===== src/sv/lzw_pkg.sv =====
// Package of the GIF LZW decoder: item and result types, code constants
// and the dictionary restart helper. Used by lzw_front, lzw_back and the top level.
`default_nettype none
package lzw_pkg;

  localparam int CODE_W       = 12;
  localparam int SLOT_W       = 13;
  localparam int STACK_DEPTH  = 4096;
  localparam int STACK_AW     = 12;
  localparam int FILL_W       = 13;
  localparam int DEF_TABLE_DEPTH   = 4096;
  localparam int DEF_MAX_CODE_BITS = 12;

  localparam logic [3:0]  MCS_RESET = 4'd8;
  localparam logic [15:0] LW_RESET  = 16'd640;

  localparam logic MODE_BYTE = 1'b0;
  localparam logic MODE_PULL = 1'b1;

  localparam logic CFG_MIN_CODE_SIZE = 1'b0;
  localparam logic CFG_LINE_WIDTH    = 1'b1;

  typedef struct packed {
    logic       mode;
    logic [7:0] data_byte;
  } item_t;

  typedef struct packed {
    logic [15:0] bad_tally;
    logic        byte_taken;
    logic        end_of_image;
    logic        end_of_row;
    logic        pixel_valid;
    logic [7:0]  pixel;
  } result_t;

  typedef struct packed {
    logic [3:0]        code_width;
    logic [SLOT_W-1:0] next_slot;
    logic [SLOT_W-1:0] slot_limit;
    logic [SLOT_W-1:0] clear_code;
  } restart_t;

  // Minimum code size clamped to 2..8, then the values a clear code loads.
  function automatic restart_t restart_vals(input logic [3:0] mcs);
    logic [3:0] eff;
    restart_t   r;
    eff = (mcs < 4'd2) ? 4'd2 : ((mcs > 4'd8) ? 4'd8 : mcs);
    r.code_width = eff + 4'd1;
    r.clear_code = SLOT_W'(1) << eff;
    r.next_slot  = r.clear_code + SLOT_W'(2);
    r.slot_limit = SLOT_W'(1) << r.code_width;
    return r;
  endfunction

endpackage
`default_nettype wire


===== src/sv/lzw_front.sv =====
// Front of the LZW decoder: accepts input beats into a two-entry queue.
// Depends on lzw_pkg.
`default_nettype none
module lzw_front
  import lzw_pkg::*;
(
  input  wire logic  clk,
  input  wire logic  rst_n,
  input  wire logic  in_valid,
  output logic       in_ready,
  input  wire item_t in_item,
  output logic       q_valid,
  input  wire logic  q_pop,
  output item_t      q_item
);

  item_t      slot_r [2];
  logic       rd_ptr_r, rd_ptr_nxt;
  logic       wr_ptr_r, wr_ptr_nxt;
  logic [1:0] count_r, count_nxt;
  logic       push, pop;

  assign in_ready = (count_r != 2'd2);
  assign q_valid  = (count_r != 2'd0);
  assign q_item   = slot_r[rd_ptr_r];
  assign push     = in_valid && in_ready;
  assign pop      = q_pop && q_valid;

  always_comb begin
    rd_ptr_nxt = rd_ptr_r ^ pop;
    wr_ptr_nxt = wr_ptr_r ^ push;
    count_nxt  = count_r + {1'b0, push} - {1'b0, pop};
  end

  always_ff @(posedge clk) begin
    if (!rst_n) begin
      rd_ptr_r <= 1'b0;
      wr_ptr_r <= 1'b0;
      count_r  <= 2'd0;
    end else begin
      rd_ptr_r <= rd_ptr_nxt;
      wr_ptr_r <= wr_ptr_nxt;
      count_r  <= count_nxt;
    end
  end

  always_ff @(posedge clk) begin
    if (push) begin
      slot_r[wr_ptr_r] <= in_item;
    end
  end

endmodule
`default_nettype wire


===== config.mk =====
export PLATFORM = sky130hd
export DESIGN_NAME = lzw_front
export DESIGN_NICKNAME = d
export VERILOG_FILES = /design/src/sv/lzw_pkg.sv /design/src/sv/lzw_front.sv
export SDC_FILE = /design/constraint.sdc
export NUM_CORES = 1
export LEC_CHECK = 0
export ABC_AREA = 1
export BUFFER_PORTS_ARGS = -buffer_cell sky130_fd_sc_hd__buf_4
export CORE_MARGIN = 3
export CORE_UTILIZATION = 45
export CTS_BUF_LIST = sky130_fd_sc_hd__clkbuf_8
export DETAILED_ROUTE_END_ITERATION = 10
export PLACE_DENSITY_LB_ADDON = 0.12
export RECOVER_POWER = 25
export SYNTH_ARGS = -nofsm -noshare
export SYNTH_HDL_FRONTEND = slang
export SYNTH_SLANG_ARGS = --single-unit

===== constraint.sdc =====
create_clock -name clk -period 1.74 [get_ports clk]
set_input_delay 0.261 -clock clk [delete_from_list [all_inputs] [get_ports clk]]
set_output_delay 0.261 -clock clk [all_outputs]
set_load 0.01 [all_outputs]

==> flow_summary.ini, run 1 <==
[outcome]
status = finished, final reports clean

[global_routing]
grt_antenna_before_repair = 0
grt_pass1_wl_mm = 2.17
grt_max_degree = 13
grt_pass1_vias = 508
grt_usage_pct = 11.1
grt-ovfl-total = 0

[clock_tree]
cts_setup_buffers = 0
htree_num_levels = 1
cts_sinks = 23
path_clk_slew_ps = 80
clockRootBuffer = clkbuf_8
cts_tree = yes
cts_resized = 0
clockBufferDepth = 2
clock_latency_ps = 250
cts_made_buffers = 3
hold_buffers = 0

[drt]
wirelength_mm = 1.24
drc = 0
dr.pass1.iters = 3
first_iter_violations = 2
wl_per_cell_um = 10.6
via_per_inst = 4.58
vias = 536
antenna_left = 0

[yosys]
avgSynthCellArea_um2 = 14.5
yosysWarnings = 0
ys_types = 17
syn-cell-area_um2 = 926
ys_seq_elements = 23
syn-num-nets = 79
synth_cells = 64
seq_area_frac_synth_pct = 69.2

[timing]
final.setup.tns_ps = 0
period_share_pct = 92.4
setup_violations = 0
clock_skew_ps = 2.66
worst_slew_pin_slew_ps = 418
relSlewSlack_pct = 72.1
drv_slew = 0
final_hold_viol_count = 0
fin_crit_ps = 1610
rsz0062_at_grt = false
max_freq_mhz = 622

[placed_design]
placed_area_mm2 = 0.00114
numPortBuffers = 23
gp_congestion = 0.729
dp_hpwl_um = 949

[power]
max-vdd-ir-drop_uv = 755
power_leakage_uw = 0.000497
power_uw = 1650
power_density_mw_per_mm2 = 1390

[final_layout]
design_area_mm2 = 0.00118
nFillCells = 165
synthToLayoutAreaGrowth_pct = 28.0
insertedDiodeCount = 0
finalNetCount = 108
drive_above_1_share_pct = 38.0
final_cell_mix = 18 x buf_4, 18 x edfxtp_1, 9 x mux2_1

[critical_path]
arrival_ps = 1350
required_ps = 1480
critPathKind = register to primary output
critPathBufInv = 1
cp_max_fo = 9
cp_top_family = flip-flops
endpoint_kind = primary output
crit_slowest_cell = dfxtp_1
critPathLaunchType = register
critPathMaxStageDelay_ps = 580
crit_chain = mux2_1 -> buf_4

[floorplanning]
coreArea_mm2 = 0.00184
start_util_pct = 50.3
die_h_um = 51.4
row_count = 15
die_area_mm2 = 0.00264
dieWidth_um = 51.4
num_io_pins = 24

[job]
maxCapViolations = 0

[worst_hold_path]
hold_class = input pin to register
==> synthesized netlist by cell type <==
library cell	number	area (µm²)
dfxtp_1	5	100
bufinv_8	1	17.5
inv_1	7	26.3
nand2_1	7	26.3
ha_1	2	25.0
nand2_4	1	11.3
xnor2_1	1	8.76
inv_2	1	3.75
nor2_2	1	6.26
a21oi_2	1	8.76
nand2_2	1	6.26
mux2_1	9	101
buf_2	1	5.00
edfxtp_1	18	541
nand3_1	1	5.00
nor2_1	6	22.5
nor2_4	1	11.3
==> registers in the layout (all words and copies together) (netlist names), named ones only <==
signal	flops
wr_ptr_r	1
rd_ptr_r	1
count_r	2
slot_r	18
==> through the flow <==
step                utilization [%]  hold WS, ps  instances  setup slack (ps)
detailed placement             62.0          448        113               321
finish                         64.4          193        117               132
CTS                            64.4          186        117              87.4
floorplan                         -          354         64               368
global route                   64.4          186        117              41.0
global placement               62.0          446        113               353
==> kinds of logic after synthesis <==
family,after synthesis,share of synthesized area [%]
xor+xnor,1,0.946
simple gates,18,9.60
mux,9,10.9
flops,23,69.2
fa+ha+maj,2,2.70
buf+inv,10,5.68
compound gates,1,0.946
==> cell type report <==
cell class	instances	area (µm²)	share of cell area [%]
clock buffer	3	41.3	3.48
clock inverter	1	3.75	0.317
inverter	9	47.5	4.01
multi-input combinational	31	233	19.6
sequential	23	641	54.1
tap	25	31.3	2.64
timing repair buffer	25	188	15.8
==> where the power goes <==
group	switching, µW	internal [µW]
clock	150	157
sequential	65.6	720
combinational	277	282
==> routing by layer <==
| metal | up-vias | track usage, % | wire [µm] |
|---|---|---|---|
| met1 | 250 | 14.4 | 553 |
| li1 | 271 | - | - |
| met3 | 0 | 2.62 | 55 |
| met4 | 0 | 2.62 | 0 |
| met5 | - | 0 | 0 |
| met2 | 15 | 18.6 | 630 |
==> path summary, 6_finish.rpt <==
| check | startpoint | endpoint | slack [ps] | cells after the start |
|---|---|---|---|---|
| hold / removal | in_item[0] | slot_r[0][0] | 190 | 1 |
| hold reg to reg | rd_ptr_r | register | 510 | 2 |
| setup reg to reg | count_r[0] | count_r[1] | 360 | 11 |
| setup / recovery | register | q_item[3] | 130 | 2 |
Power figures use the tool's default switching activity.
==> inputs of run 2 (changes only) <==
CORE_MARGIN = 2   (was 3)
==> run 2 against run 1 <==
Net effect: flip-flop and latch count stayed put; combinational power is 2% lower; utilization is 3.7 points lower; count of clock-buffer cells in the layout stayed put.
==> flow_summary.ini, run 2 (synthesized netlist as in run 1, its figures left out) <==
[timing]
period_share_pct = 91.4
final.setup.tns_ps = 0
clock_skew_ps = 3.23
max_freq_mhz = 629
setup_violations = 0
relSlewSlack_pct = 73.1
fin_crit_ps = 1590
rsz0062_at_grt = false
drv_slew = 0
worst_slew_pin_slew_ps = 403
final_hold_viol_count = 0

[global_routing]
grt_max_degree = 13
grt_pass1_vias = 503
grt_usage_pct = 11.9
grt_pass1_wl_mm = 2.15
grt-ovfl-total = 0
grt_antenna_before_repair = 0

[critical_path]
crit_slowest_cell = dfxtp_1
critPathLaunchType = register
cp_max_fo = 9
required_ps = 1480
critPathMaxStageDelay_ps = 570
crit_chain = mux2_1 -> buf_4
arrival_ps = 1330
endpoint_kind = primary output
critPathKind = register to primary output

[final_layout]
regArea_um2 = 641
drive_above_1_share_pct = 37.4
layout_commonest_cell = edfxtp_1
synthToLayoutAreaGrowth_pct = 27.4
largest_register = slot_r
insertedDiodeCount = 0
post-route-util_pct = 60.8
nFillCells = 168
finalNetCount = 107
top_regs = slot_r: 18 flops, count_r: 2 flops
multi_input_area_um2 = 233
final_cell_mix = 18 x edfxtp_1, 17 x buf_4, 9 x mux2_1
largest_reg_flops = 18

[drt]
wirelength_mm = 1.24
antenna_left = 0
dr.pass1.iters = 3
drc = 0
vias = 532
first_iter_violations = 5
via_per_inst = 4.51
wl_per_cell_um = 10.5

[worst_hold_path]
hold_class = input pin to register

[floorplanning]
die_h_um = 49.4
num_io_pins = 24
dieWidth_um = 49.4
start_util_pct = 47.7
coreArea_mm2 = 0.00194
die_area_mm2 = 0.00244
row_count = 16

[outcome]
status = finished, final reports clean

[clock_tree]
cts_resized = 0
cts_made_buffers = 3
path_clk_slew_ps = 70
cts_sinks = 23
clockRootBuffer = clkbuf_8
clock_latency_ps = 250
hold_buffers = 0
clockBufferDepth = 2
cts_tree = yes
htree_num_levels = 1
cts_setup_buffers = 0

[placed_design]
gp_congestion = 0.704
numPortBuffers = 23
dp_hpwl_um = 977

[power]
power_leakage_uw = 0.000492
power_density_mw_per_mm2 = 1390
max-vdd-ir-drop_uv = 796

[job]
maxCapViolations = 0
==> run 2: cell count changes in the layout (fill, tap and decap cells not counted) <==
cell	delta
buf_4	-1
==> run 2: worst max-delay path, delay by kind of cell (launching register included) <==
| family | cells | cell delay [ps] |
|---|---|---|
| buf+inv | 1 | 150 |
| mux | 1 | 370 |
| flops | 1 | 570 |
==> run 2: per-layer routing <==
layer  wire, µm  vias up  part of all wire, %  track usage, %
met5          0        -                    0               0
met4          6        0                 0.48            4.29
met3         30        2                  2.4            3.07
met2        744        8                   60            22.5
met1        456      254                   37            12.3
li1           -      268                    -               -
==> run 2: final cells by class <==
cell class                      instances  share of cell area (%)
Clock buffer                            3                    3.50
Multi-Input combinational cell         31                    19.7
Tap cell                               27                    2.86
Sequential cell                        23                    54.3
Timing Repair Buffer                   24                    15.3
Clock inverter                          1                   0.318
Inverter                                9                    4.03
==> run 2: worst paths after layout <==
check,from,endpoint,slack (ps),depth (start not counted)
min reg2reg,rd_ptr_r,rd_ptr_r,510,2
max reg2reg,count_r[0],count_r[1],360,11
max,register,q_item[6],150,2
min,in_item[0],slot_r[1][0],200,1
==> run 2: power breakdown <==
part           total [µW]  internal [µW]  switching, µW  leakage, µW
combinational         548            276            272     0.000255
sequential            786            721           65.3     0.000210
clock                 301            157            144    0.0000269
==> run 2: through the flow <==
| step | cell area [µm²] | setup slack (ps) | std cells | power [µW] | hold slack (ps) |
|---|---|---|---|---|---|
| after floorplan | 926 | 368 | 64 | 1140 | 354 |
| after global placement | 1130 | 324 | 114 | 1350 | 452 |
| after detailed placement | 1130 | 329 | 114 | 1360 | 450 |
| after CTS | 1180 | 115 | 118 | 1660 | 187 |
| after global routing | 1180 | 52.5 | 118 | 1750 | 188 |
| final | 1180 | 150 | 118 | 1630 | 195 |
